<file path="src/pic_pkg.sv">
// ----------------------------------------------------------------------------
// pic_pkg
// Types and codes used by the interrupt controller.
// ----------------------------------------------------------------------------
package pic_pkg;

	localparam logic [1:0] REQ_READ  = 2'd0;
	localparam logic [1:0] REQ_WRITE = 2'd1;
	localparam logic [1:0] REQ_EVENT = 2'd2;
	localparam logic [1:0] REQ_RSVD  = 2'd3;

	typedef enum logic [2:0] {
		K_NONE,
		K_BAD,
		K_PRIO,
		K_PEND,
		K_EN,
		K_THR,
		K_CLAIM,
		K_EVENT
	} kind_t;

	typedef struct packed {
		logic [1:0]  req_type;
		logic [25:0] bus_offset;
		logic [31:0] write_data;
		logic [4:0]  event_source;
	} req_t;

	typedef struct packed {
		logic [31:0] read_data;
		logic [3:0]  irq_lines;
		logic        bad_access;
	} rsp_t;

endpackage

</file>
<file path="src/platform_interrupt_controller.sv">
// ----------------------------------------------------------------------------
// platform_interrupt_controller
// Platform-level interrupt controller behind a 32-bit register port.
// ----------------------------------------------------------------------------
// A request (bus read, bus write or source event) is a transfer on req,
// taken when start is high and busy is low. busy stays high until the
// result has been shown: done is high for one cycle with rsp holding the
// read data, the per-context irq lines and the bad access flag. The
// receiver cannot stall; it must take rsp in the cycle of done.
// Source priorities live in a RAM with a registered read port. After every
// request the controller scans all sources, one priority read a cycle,
// and updates the best candidate of every context in parallel; that scan
// sets the latency. A priority read first fetches its entry in a state of
// its own, and a claim read scans twice: once to pick the source and
// again for the lines.
// One request is in flight at a time.
// Reset clears the control registers at once but not the RAM; priority
// entries carry valid bits, so unwritten ones read zero, with no clearing pass.
// ----------------------------------------------------------------------------
module platform_interrupt_controller #(
	parameter int NUM_SOURCES  = 32,
	parameter int NUM_CONTEXTS = 4,
	parameter int PRIO_BITS    = 3
) (
	input  logic          clk,
	input  logic          arst_n,
	input  logic          start,
	output logic          busy,
	input  pic_pkg::req_t req,
	output logic          done,
	output pic_pkg::rsp_t rsp
);

	localparam int NW = (NUM_SOURCES + 31) / 32;
	localparam int NB = NW * 32;
	localparam int IW = $clog2(NUM_SOURCES);
	localparam int CW = (NUM_CONTEXTS > 1) ? $clog2(NUM_CONTEXTS) : 1;
	localparam int WW = (NW > 1) ? $clog2(NW) : 1;
	localparam int NL = (NUM_CONTEXTS < 4) ? NUM_CONTEXTS : 4;
	localparam logic [25:0] PRIO_END = 26'(4 * NUM_SOURCES);
	localparam logic [25:0] PEND_BASE = 26'h1000;
	localparam logic [25:0] PEND_END = 26'(32'h1000 + 4 * NW);
	localparam logic [25:0] EN_BASE = 26'h2000;
	localparam logic [25:0] EN_END = 26'(32'h2000 + 32'h80 * NUM_CONTEXTS);
	localparam logic [25:0] CTX_BASE = 26'h200000;
	localparam logic [25:0] CTX_END = 26'(32'h200000 + 32'h1000 * NUM_CONTEXTS);

	function automatic logic [NB-1:0] src_mask();
		logic [NB-1:0] m;
		for (int i = 0; i < NB; i++) begin
			m[i] = (i != 0) && (i < NUM_SOURCES);
		end
		return m;
	endfunction

	localparam logic [NB-1:0] SRC_MASK = src_mask();

	typedef enum logic [5:0] {
		ST_IDLE  = 6'b000001,
		ST_OP    = 6'b000010,
		ST_PRD   = 6'b000100,
		ST_SCAN  = 6'b001000,
		ST_CLAIM = 6'b010000,
		ST_OUT   = 6'b100000
	} state_t;

	state_t state_q;
	pic_pkg::kind_t kind_q, kind_d;
	logic wr_q;
	logic [31:0] data_q;
	logic [25:0] off_q;
	logic [CW-1:0] ctx_q, ctx_d;
	logic [4:0] word_q, word_d;
	logic [4:0] src_q;
	logic [31:0] rd_q;
	logic bad_q;
	logic pre_q;

	logic [NUM_SOURCES-1:0] prio_vld_q;
	logic [NB-1:0] pend_q, insvc_q;
	logic [NUM_CONTEXTS-1:0][NB-1:0] en_q;
	logic [NUM_CONTEXTS-1:0][PRIO_BITS-1:0] thr_q, bp_q;
	logic [NUM_CONTEXTS-1:0][IW-1:0] best_q;

	logic issue_q, v_s1, last_s1;
	logic [IW-1:0] scan_q, id_s1;

	logic ram_we;
	logic [IW-1:0] ram_waddr, ram_raddr;
	logic [PRIO_BITS-1:0] ram_wdata, ram_rdata;

	logic [25:0] rel_en, rel_ctx;
	logic [3:0] lines;

	assign rel_en = req.bus_offset - EN_BASE;
	assign rel_ctx = req.bus_offset - CTX_BASE;

	always_comb begin
		kind_d = pic_pkg::K_NONE;
		ctx_d = '0;
		word_d = '0;
		if (req.req_type == pic_pkg::REQ_EVENT) begin
			kind_d = pic_pkg::K_EVENT;
		end else if (req.req_type == pic_pkg::REQ_READ || req.req_type == pic_pkg::REQ_WRITE) begin
			kind_d = pic_pkg::K_BAD;
			if (req.bus_offset[1:0] != 2'b00) begin
				kind_d = pic_pkg::K_BAD;
			end else if (req.bus_offset < PRIO_END) begin
				kind_d = pic_pkg::K_PRIO;
			end else if (req.bus_offset >= PEND_BASE && req.bus_offset < PEND_END) begin
				kind_d = pic_pkg::K_PEND;
				word_d = req.bus_offset[6:2];
			end else if (req.bus_offset >= EN_BASE && req.bus_offset < EN_END) begin
				ctx_d = rel_en[7 +: CW];
				word_d = rel_en[6:2];
				if (32'(rel_en[6:2]) < NW) begin
					kind_d = pic_pkg::K_EN;
				end
			end else if (req.bus_offset >= CTX_BASE && req.bus_offset < CTX_END) begin
				ctx_d = rel_ctx[12 +: CW];
				if (rel_ctx[11:0] == 12'h000) begin
					kind_d = pic_pkg::K_THR;
				end else if (rel_ctx[11:0] == 12'h004) begin
					kind_d = pic_pkg::K_CLAIM;
				end
			end
		end
	end

	always_comb begin
		ram_we = 1'b0;
		ram_waddr = off_q[IW+1:2];
		ram_wdata = data_q[PRIO_BITS-1:0];
		ram_raddr = issue_q ? scan_q : off_q[IW+1:2];
		if (state_q == ST_OP && kind_q == pic_pkg::K_PRIO && wr_q && off_q[IW+1:2] != '0) begin
			ram_we = 1'b1;
		end
	end

	pic_ram #(
		.WIDTH(PRIO_BITS),
		.DEPTH(NUM_SOURCES)
	) u_prio_ram (
		.clk  (clk),
		.we   (ram_we),
		.waddr(ram_waddr),
		.wdata(ram_wdata),
		.raddr(ram_raddr),
		.rdata(ram_rdata)
	);

	always_ff @(posedge clk or negedge arst_n) begin
		if (!arst_n) begin
			state_q <= ST_IDLE;
			prio_vld_q <= '0;
			pend_q <= '0;
			insvc_q <= '0;
			en_q <= '0;
			thr_q <= '0;
			issue_q <= 1'b0;
			v_s1 <= 1'b0;
			pre_q <= 1'b0;
		end else begin
			v_s1 <= 1'b0;
			unique case (state_q)
				ST_IDLE: begin
					if (start) begin
						kind_q <= kind_d;
						wr_q <= (req.req_type == pic_pkg::REQ_WRITE);
						data_q <= req.write_data;
						off_q <= req.bus_offset;
						ctx_q <= ctx_d;
						word_q <= word_d;
						src_q <= req.event_source;
						rd_q <= '0;
						bad_q <= (kind_d == pic_pkg::K_BAD);
						state_q <= ST_OP;
					end
				end
				ST_OP: begin
					state_q <= ST_SCAN;
					issue_q <= 1'b1;
					pre_q <= 1'b0;
					unique case (kind_q)
						pic_pkg::K_PRIO: begin
							if (wr_q) begin
								if (off_q[IW+1:2] != '0) begin
									prio_vld_q[off_q[IW+1:2]] <= 1'b1;
								end
							end else begin
								state_q <= ST_PRD;
								issue_q <= 1'b0;
							end
						end
						pic_pkg::K_PEND: begin
							if (!wr_q) begin
								rd_q <= pend_q[32*int'(word_q[WW-1:0]) +: 32];
							end
						end
						pic_pkg::K_EN: begin
							if (wr_q) begin
								en_q[ctx_q][32*int'(word_q[WW-1:0]) +: 32] <= data_q &
									SRC_MASK[32*int'(word_q[WW-1:0]) +: 32];
							end else begin
								rd_q <= en_q[ctx_q][32*int'(word_q[WW-1:0]) +: 32];
							end
						end
						pic_pkg::K_THR: begin
							if (wr_q) begin
								thr_q[ctx_q] <= data_q[PRIO_BITS-1:0];
							end else begin
								rd_q <= 32'(thr_q[ctx_q]);
							end
						end
						pic_pkg::K_CLAIM: begin
							if (wr_q) begin
								if (data_q != '0 && data_q < 32'(NUM_SOURCES) &&
									en_q[ctx_q][data_q[IW-1:0]]) begin
									insvc_q[data_q[IW-1:0]] <= 1'b0;
								end
							end else begin
								pre_q <= 1'b1;
							end
						end
						pic_pkg::K_EVENT: begin
							if (src_q != '0 && 32'(src_q) < 32'(NUM_SOURCES) &&
								!insvc_q[32'(src_q)]) begin
								pend_q[32'(src_q)] <= 1'b1;
							end
						end
						default: begin
						end
					endcase
				end
				ST_PRD: begin
					rd_q <= prio_vld_q[off_q[IW+1:2]] ? 32'(ram_rdata) : '0;
					issue_q <= 1'b1;
					state_q <= ST_SCAN;
				end
				ST_SCAN: begin
					if (v_s1 && last_s1) begin
						state_q <= pre_q ? ST_CLAIM : ST_OUT;
					end
				end
				ST_CLAIM: begin
					if (best_q[ctx_q] != '0) begin
						pend_q[best_q[ctx_q]] <= 1'b0;
						insvc_q[best_q[ctx_q]] <= 1'b1;
					end
					rd_q <= 32'(best_q[ctx_q]);
					pre_q <= 1'b0;
					issue_q <= 1'b1;
					state_q <= ST_SCAN;
				end
				ST_OUT: begin
					state_q <= ST_IDLE;
				end
				default: begin
					state_q <= ST_IDLE;
				end
			endcase
			if (issue_q) begin
				v_s1 <= 1'b1;
				if (scan_q == IW'(NUM_SOURCES - 1)) begin
					issue_q <= 1'b0;
				end
			end
		end
	end

	always_ff @(posedge clk) begin
		if (!issue_q && !v_s1) begin
			scan_q <= IW'(1);
			bp_q <= thr_q;
			best_q <= '0;
		end else begin
			if (issue_q) begin
				scan_q <= scan_q + IW'(1);
				id_s1 <= scan_q;
				last_s1 <= (scan_q == IW'(NUM_SOURCES - 1));
				if (scan_q == IW'(1)) begin
					bp_q <= thr_q;
				end
			end
			if (v_s1) begin
				for (int c = 0; c < NUM_CONTEXTS; c++) begin
					if (pend_q[id_s1] && en_q[c][id_s1] && prio_vld_q[id_s1] &&
						ram_rdata > bp_q[c]) begin
						bp_q[c] <= ram_rdata;
						best_q[c] <= id_s1;
					end
				end
			end
		end
	end

	always_comb begin
		lines = '0;
		for (int c = 0; c < NL; c++) begin
			lines[c] = (best_q[c] != '0);
		end
	end

	assign busy = (state_q != ST_IDLE);
	assign done = (state_q == ST_OUT);
	assign rsp.read_data = rd_q;
	assign rsp.irq_lines = lines;
	assign rsp.bad_access = bad_q;

	a_done_busy: assert property (@(posedge clk) disable iff (!arst_n) done |-> busy)
		else $error("result strobe outside a request");
	a_done_idle: assert property (@(posedge clk) disable iff (!arst_n) done |=> !busy)
		else $error("controller did not return to idle after the result");
	a_start_busy: assert property (@(posedge clk) disable iff (!arst_n)
		(start && !busy) |=> (busy && !done))
		else $error("accepted request did not start work");
	a_scan_issue: assert property (@(posedge clk) disable iff (!arst_n)
		issue_q |-> (state_q == ST_SCAN))
		else $error("priority scan running outside the scan state");

endmodule

</file>
<file path="src/pic_ram.sv">
// ----------------------------------------------------------------------------
// pic_ram
// Simple dual-port RAM with one write port and a registered read port.
// ----------------------------------------------------------------------------
module pic_ram #(
	parameter int WIDTH = 8,
	parameter int DEPTH = 32
) (
	input  logic                     clk,
	input  logic                     we,
	input  logic [$clog2(DEPTH)-1:0] waddr,
	input  logic [WIDTH-1:0]         wdata,
	input  logic [$clog2(DEPTH)-1:0] raddr,
	output logic [WIDTH-1:0]         rdata
);

	logic [WIDTH-1:0] mem [DEPTH];

	always_ff @(posedge clk) begin
		if (we) begin
			mem[waddr] <= wdata;
		end
		rdata <= mem[raddr];
	end

endmodule
</file>
<file path="config.mk">
export PLATFORM = sky130hd
export DESIGN_NAME = platform_interrupt_controller
export DESIGN_NICKNAME = d
export VERILOG_FILES = /design/src/pic_pkg.sv /design/src/platform_interrupt_controller.sv /design/src/pic_ram.sv
export SDC_FILE = /design/constraint.sdc
export NUM_CORES = 1
export LEC_CHECK = 0
export BUFFER_PORTS_ARGS = -buffer_cell sky130_fd_sc_hd__buf_2
export CAP_MARGIN = 20
export CORE_MARGIN = 2
export CORE_UTILIZATION = 40
export CTS_BUF_LIST = sky130_fd_sc_hd__clkbuf_8
export CTS_CLUSTER_SIZE = 8
export DETAILED_ROUTE_END_ITERATION = 7
export PLACE_DENSITY = 0.63
export RECOVER_POWER = 25
export SYNTH_ARGS = -nofsm -noshare
export SYNTH_HDL_FRONTEND = slang
export SYNTH_HIERARCHICAL = 1
export SYNTH_SLANG_ARGS = --single-unit
</file>
<file path="constraint.sdc">
create_clock -name clk -period 3.57 [get_ports clk]
set_input_delay 0.1785 -clock clk [delete_from_list [all_inputs] [get_ports clk]]
set_output_delay 0.1785 -clock clk [all_outputs]
set_load 0.01 [all_outputs]
</file>
==> results of run 1 <==
where the power goes:
group	internal, mW	switching [mW]
logic	1.76	2.00
registers	6.07	0.566
clock network	2.47	2.26
sequential cells by signal, indices dropped and copies added (netlist names), 20 cells and up:
name            cells
prio_vld_q         32
data_q             32
en_q              124
insvc_q            31
rd_q               32
best_q             20
u_prio_ram/mem     96
pend_q             32
synth_stat cells, drive strengths merged, types with 5 or more instances:
cell / n
a211o: 12
a211oi: 6
a21o: 19
a21oi: 62
a221oi: 6
a22o: 13
a22oi: 13
a31oi: 13
and2: 9
and3: 5
buf: 64
clkbuf: 48
dfrtp: 239
dfxtp: 40
edfxtp: 184
ha: 15
inv: 22
mux2: 153
mux2i: 53
mux4: 142
nand2: 129
nand2b: 12
nand3: 41
nand3b: 22
nand4: 12
nor2: 115
nor2b: 22
nor3: 19
nor3b: 12
nor4: 24
nor4b: 6
o21a: 5
o21ai: 51
o21bai: 19
o41ai: 6
or2: 6
or3: 11
or3b: 5
cell families (layout without fill, tap and decap cells):
family	count (synthesis)	in the layout	synth area share, %
buffers and inverters	136	398	3.528
AOI/OAI and AO/OA	256	256	7.661
and+or+nand+nor	462	462	10.28
DFF	464	464	53.67
muxes	348	348	23.97
other	0	1	0
xor gates and xnor gates	2	2	0.07625
adders and majority gates	15	15	0.8168
layout make-up:
| type | instances | area share [%] |
|---|---|---|
| Timing Repair Buffer | 226 | 6.049 |
| Tap cell | 756 | 3.584 |
| Clock inverter | 54 | 1.014 |
| Antenna cell | 1 | 0.009481 |
| Sequential cell | 464 | 46.73 |
| Multi-Input combinational cell | 1083 | 37.30 |
| Clock buffer | 96 | 5.006 |
| Inverter | 22 | 0.3129 |
per-layer routing:
| layer | vias to the layer above | global-route usage (%) |
|---|---|---|
| met5 | - | 0 |
| met4 | 2 | 7.694 |
| met3 | 124 | 4.318 |
| met2 | 764 | 33.52 |
| met1 | 8131 | 31.14 |
| li1 | 6888 | - |
critical path, cell delays in order (launching register included):
cell      delay [ns]
dfrtp_1         0.43
nor4_2          0.43
nand4b_1        0.29
or3_1           0.47
a21oi_1         0.34
nand3_1         0.47
nor2_1          0.44
cells in the final DEF (no fill, tap or decap), types with 21 or more instances in the layout:
cell type | Yosys | layout
dfrtp_1 | 239 | 239
edfxtp_1 | 184 | 184
mux2_2 | 134 | 134
nand2_1 | 128 | 128
mux4_2 | 127 | 127
nor2_1 | 113 | 112
clkbuf_8 | 4 | 96
buf_2 | 25 | 63
a21oi_1 | 60 | 60
buf_4 | 9 | 58
inv_1 | 22 | 57
mux2i_1 | 53 | 53
dlygate4sd3_1 | 1 | 52
o21ai_0 | 45 | 45
clkbuf_1 | 44 | 44
nand3_1 | 41 | 41
dfxtp_1 | 40 | 40
nor4_1 | 23 | 22
nand3b_1 | 22 | 22
nor2b_1 | 21 | 21
worst min-delay path by stage:
stage / start / end / slack [ns]
3_3_place_gp: arst_n / insvc_q[26] / 0.28
3_5_place_dp: arst_n / insvc_q[24] / 0.29
6_report: req[45] / ctx_q[1] / 0.01
2_1_floorplan: arst_n / en_q[100] / -0.12
5_1_grt: req[45] / ctx_q[1] / 0.06
4_1_cts: req[58] / word_q[0] / 0.02
==> reports/metrics.csv, run 1 <==
stage,metric,value,unit
drt,Wirelength per Cell,24.04,microns
place,DP Cell Count,2498,
drt,vias,15910,
sta,period utilization,90.02,%
clocking,clock sink total,464,
clocking,CTS buffer count,80,
critical_path,end of the worst register-to-register path,u_prio_ram/mem[27][1],
drt,DR pass1 iterations,5,
final_layout,post-route cell area,26390,sq um
yosys,ranking of synthesized cells by area,"dfrtp_1 26%, edfxtp_1 24%, mux4_2 12%, mux2_2 6.6%, dfxtp_1 3.5%",
yosys,post-synthesis register bit count,464,
global_routing,vias in the first global route,16130,
floorplan,Die Area,59380,sq um
final_layout,Reg area,12330,sq um
yosys,post-synthesis sequential area ratio,53.67,%
place,Placed Area,24340,sq um
final_layout,Final Non-Filler Cells,2702,
yosys,Post-Syn Area,22980,sq um
final_layout,Filler cells,5109,
run_status,status,finished with violations,
floorplan,Die Span X,243.7,microns
clocking,CTS tree,built,
global_routing,GRT overflow,0,
clocking,Root Driver,clkbuf_8,
yosys,Post-Synthesis Cells,1683,
critical_path,critical path type,reg2reg,
yosys,Mapped Nets,1766,
drt,drt initial violations,1683,
clocking,# H-tree levels,3,
yosys,Synth cell types,90,
drt,DRT Wirelength,64.97,mm
final_layout,multi-input logic area,9844,sq um
sta,skew final,0.04178,ns
yosys,number of synthesized flops with an enable pin,184,
drt,ANT nets after route,0,
sta,RSZ-0062 raised after global routing,false,
critical_path,critical path capture point,u_prio_ram/mem[27][1],
place,HPWL Detailed,45.43,mm
yosys,Yosys top cell by area,dfrtp_1,
critical_path,Worst setup SP type,flip-flop,
clocking,Post-CTS Resized,0,
clocking,Post CTS Setup Buffer Count,0,
sta,Final Hold Fails,0,
yosys,Yosys top cell area share,26.03,%
min_path,worst hold path type,in2reg,
flow_run,Max Cap Viol,2,
critical_path,Critical path origin,state_q[5],
drt,metal3 WL,5.160,mm
drt,met2 WL,29.70,mm
sta,relative slew slack,-61.32,%
sta,Peak Freq,311.2,MHz
floorplan,Core Box Area,56600,sq um
pwr,Final Power,15.13,mW
floorplan,# rows,87,
clocking,CTS max path bufs,3,
critical_path,Worst EP required,3.89,ns
clocking,Hold Buf Count CTS,52,
clocking,clk slew on worst S/H paths,0.06,ns
sta,Tmin final,3.214,ns
pwr,Pleak,10.73,nW
final_layout,Area growth syn-to-layout,14.87,%
clocking,"Clk Latency, worst-skew pair",0.69,ns
final_layout,Final Util,46.63,%
pwr,PwrDens,573.1,nW/um^2
floorplan,IO Pins,107,
floorplan,Die Y,243.7,microns
yosys,ys async rst share,51.72,%
floorplan,Starting Density,40.59,%
drt,DRC violations left,0,
drt,Top Metal Used,met5,
critical_path,crit-path max FO,8,
final_layout,layout cells sized above 1,27.92,%
critical_path,Reg2Reg Depth,6,
pwr,peak supply drop,0.0004456,V
critical_path,CP endpoint kind,flip-flop,
place,pre-CTS setup slack,0.4341,ns
place,routability cong.,0.9454,
sta,fin worst setup slack,0.3564,ns
global_routing,first-pass GRT wire length,99.35,mm
final_layout,NumNets Final,1960,
sta,Slew Limit Fails,85,
critical_path,FF-to-FF Start,state_q[5],
sta,Setup-failing EPs final,0,
min_path,hold depth,3,
drt,via density per instance,5.888,
global_routing,initial antenna violation count,2,
sta,setup_tns,0,ns
place,count of buffers from port buffering,106,
sta,final hold slack,0.01316,ns
global_routing,pin count of the biggest net entering global routing,99,
sta,Worst-Margin Slew,2.420,ns
drt,wl on met1,28.45,mm
critical_path,r2r setup slk,0.36,ns
yosys,Avg Inst Size Synth,13.65,sq um
critical_path,Critical Path AT,3.54,ns
yosys,Syn. warnings,6,
yosys,predominant post-synthesis flop cell,dfrtp_1,
global_routing,total track usage,21.90,%
run_status,failing checks,"max-capacitance violations, max-slew violations",
Power figures use the tool's default switching activity.
==> inputs of run 2 (changes only) <==
- BUFFER_PORTS_ARGS: -buffer_cell sky130_fd_sc_hd__buf_2 -> unset
- DONT_BUFFER_PORTS: unset -> 1
- PLACE_DENSITY: 0.63 -> 0.61
==> run 2 against run 1 <==
  * The run ends with negative hold slack left
  * Die area unchanged
  * Largest power group unchanged
  * Largest cell class unchanged
  * Flip-flop and latch count unchanged
  * Final cell count down 4.0%
  * Clock power down 2%
==> reports/metrics.csv, run 2 (synthesis results as in run 1) <==
stage,metric,value,unit,change
global_routing,vias in the first global route,15880,,-1.5%
final_layout,layout cells sized above 1,25.38,%,-2.5 points
clocking,clk slew on worst S/H paths,0.06,ns,about the same
global_routing,first-pass GRT wire length,98.81,mm,-0.54%
pwr,combinational power share,24.1,%,-0.8 points
run_status,status,finished with violations,,
floorplan,Core Box Area,56600,sq um,unchanged
place,count of buffers from port buffering,0,,-100%
pwr,sequential power share,44.9,%,+1.1 points
clocking,Hold Buf Count CTS,56,,+7.7%
pwr,sw power,4.749,mW,-1.7%
pwr,peak supply drop,0.0003095,V,-31%
pwr,PwrDens,577.5,nW/um^2,+0.76%
final_layout,Filler cells,5116,,+0.14%
final_layout,multi-input logic area,9844,sq um,unchanged
global_routing,GRT busiest layer,met2,,
critical_path,Worst EP required,3.89,ns,about the same
drt,via density per instance,5.939,,+0.87%
clocking,Post-CTS Resized,0,,unchanged
clocking,"Clk Latency, worst-skew pair",0.68,ns,about the same
floorplan,IO Pins,107,,unchanged
place,HPWL Detailed,44.35,mm,-2.4%
global_routing,grt met3 use,4.682,%,+0.36 points
sta,RSZ-0062 raised after global routing,false,,
floorplan,Die Span X,243.7,microns,unchanged
clocking,# H-tree levels,3,,unchanged
final_layout,biggest regs,"en_q: 124 flops, u_prio_ram/mem: 96 flops",,
pwr,Pleak,10.38,nW,-3.2%
final_layout,NumNets Final,1851,,-5.6%
sta,Peak Freq,302.5,MHz,-2.8%
drt,vias,15400,,-3.2%
pwr,Net Sw Frac,31.80,%,-0.15 points
sta,Final Hold Fails,240,,+240
critical_path,CP endpoint kind,flip-flop,,
floorplan,Die Y,243.7,microns,unchanged
global_routing,M2 GR Usage,32.48,%,-1.0 points
final_layout,Top reg by flops,en_q,,
run_status,failing checks,negative hold slack,,
drt,DRT Wirelength,63.80,mm,-1.8%
critical_path,Critical Path AT,3.62,ns,+0.08 ns
clocking,CTS buffer count,81,,+1.3%
global_routing,total track usage,21.72,%,-0.18 points
pwr,Final Power,14.93,mW,-1.3%
sta,Slew Limit Fails,0,,-100%
global_routing,initial antenna violation count,1,,-1
drt,Wirelength per Cell,24.61,microns,+2.3%
floorplan,Die Area,59380,sq um,unchanged
drt,DR pass1 iterations,7,,+2
sta,skew final,0.04064,ns,-0.001134 ns
final_layout,max FFs per register,124,,unchanged
sta,setup_tns,0,ns,unchanged
critical_path,Worst setup SP type,flip-flop,,
min_path,worst hold path type,in2async,,
drt,drt initial violations,1499,,-11%
final_layout,"most common cell after layout, fill and taps aside",dfrtp_1,,
pwr,cell-internal power,10.18,mW,-1.1%
drt,DRC violations left,0,,unchanged
final_layout,most frequent cells in the layout,"239 x dfrtp_1, 184 x edfxtp_1, 134 x mux2_2",,
floorplan,# rows,87,,unchanged
drt,ANT nets after route,0,,unchanged
clocking,CTS tree,built,,
global_routing,GR Util met1,31.71,%,+0.58 points
sta,Setup-failing EPs final,0,,unchanged
sta,final hold slack,-0.7813,ns,-0.7944 ns
sta,period utilization,92.59,%,+2.6 points
floorplan,Starting Density,40.59,%,unchanged
pwr,clock network power share,31.1,%,-0.2 points
final_layout,Area growth syn-to-layout,12.55,%,
critical_path,crit-path max FO,8,,unchanged
place,routability cong.,0.9157,,-3.1%
sta,Tmin final,3.305,ns,+0.09178 ns
final_layout,Reg area,12330,sq um,unchanged
flow_run,Max Cap Viol,0,,-2
clocking,clock sink total,464,,unchanged
global_routing,GRT overflow,0,,unchanged
sta,relative slew slack,30.73,%,+92 points
clocking,CTS max path bufs,3,,unchanged
critical_path,critical path type,reg2reg,,
global_routing,pin count of the biggest net entering global routing,243,,+150%
clocking,Post CTS Setup Buffer Count,0,,unchanged
sta,Worst-Margin Slew,1.038,ns,-1.382 ns
clocking,Root Driver,clkbuf_8,,
[run 2: routing by layer]
metal | wire (microns) | share of wire, % | vias to the layer above
met1 | 28420 | 45 | 7960
li1 | - | - | 6669
met3 | 4961 | 7.8 | 98
met4 | 1477 | 2.3 | 0
met2 | 28940 | 45 | 673
met5 | 0 | 0 | -
[run 2: power groups by stage]
stage | Clock (mW) | Sequential [mW] | Combinational [mW]
2_1_floorplan | 0 | 6.46 | 2.88
3_3_place_gp | 0 | 6.78 | 3.44
3_5_place_dp | 0 | 6.80 | 3.52
4_1_cts | 4.75 | 6.70 | 3.59
5_1_grt | 5.02 | 6.76 | 3.87
6_report | 4.64 | 6.70 | 3.60
[run 2: final timing paths]
path                                        endpoint  slack [ns]        from  cells after the start
worst min-delay path                         issue_q       -0.78      arst_n                      0
worst max register to register  u_prio_ram/mem[4][1]        0.26  state_q[5]                      6
worst max-delay path            u_prio_ram/mem[4][1]        0.26  state_q[5]                      6
worst min register to register             pend_q[0]        0.41   pend_q[0]                      0
min in group clk                           word_q[0]        0.06     req[49]                      3
max in group asynchronous             prio_vld_q[12]        3.65      arst_n                      0
[run 2: layout make-up]
class	count	share of cell area [%]
Antenna cell	1	0.009676
Sequential cell	464	47.69
Clock inverter	57	0.9773
Clock buffer	94	5.003
Inverter	22	0.3193
Timing Repair Buffer	116	4.277
Tap cell	756	3.658
Multi-Input combinational cell	1083	38.07
[run 2: per-stage QoR]
step           util, %  instances  worst slack (ns)  instance area (sq um)
3_3_place_gp     41.91       2384            0.5019                  23720
6_report         45.69       2593            0.2646                  25860
3_5_place_dp     41.91       2384            0.3454                  23720
4_1_cts          45.63       2591            0.3117                  25830
2_1_floorplan        -       1683            0.5658                  22980
5_1_grt          45.69       2593           0.05282                  25860
[run 2: critical path: stages, from the launching register on]
cell	delay [ns]
dfrtp_1	0.42
nor4_2	0.50
nand4b_1	0.30
or3_1	0.47
a21oi_1	0.34
or3b_2	0.63
nor2_1	0.30
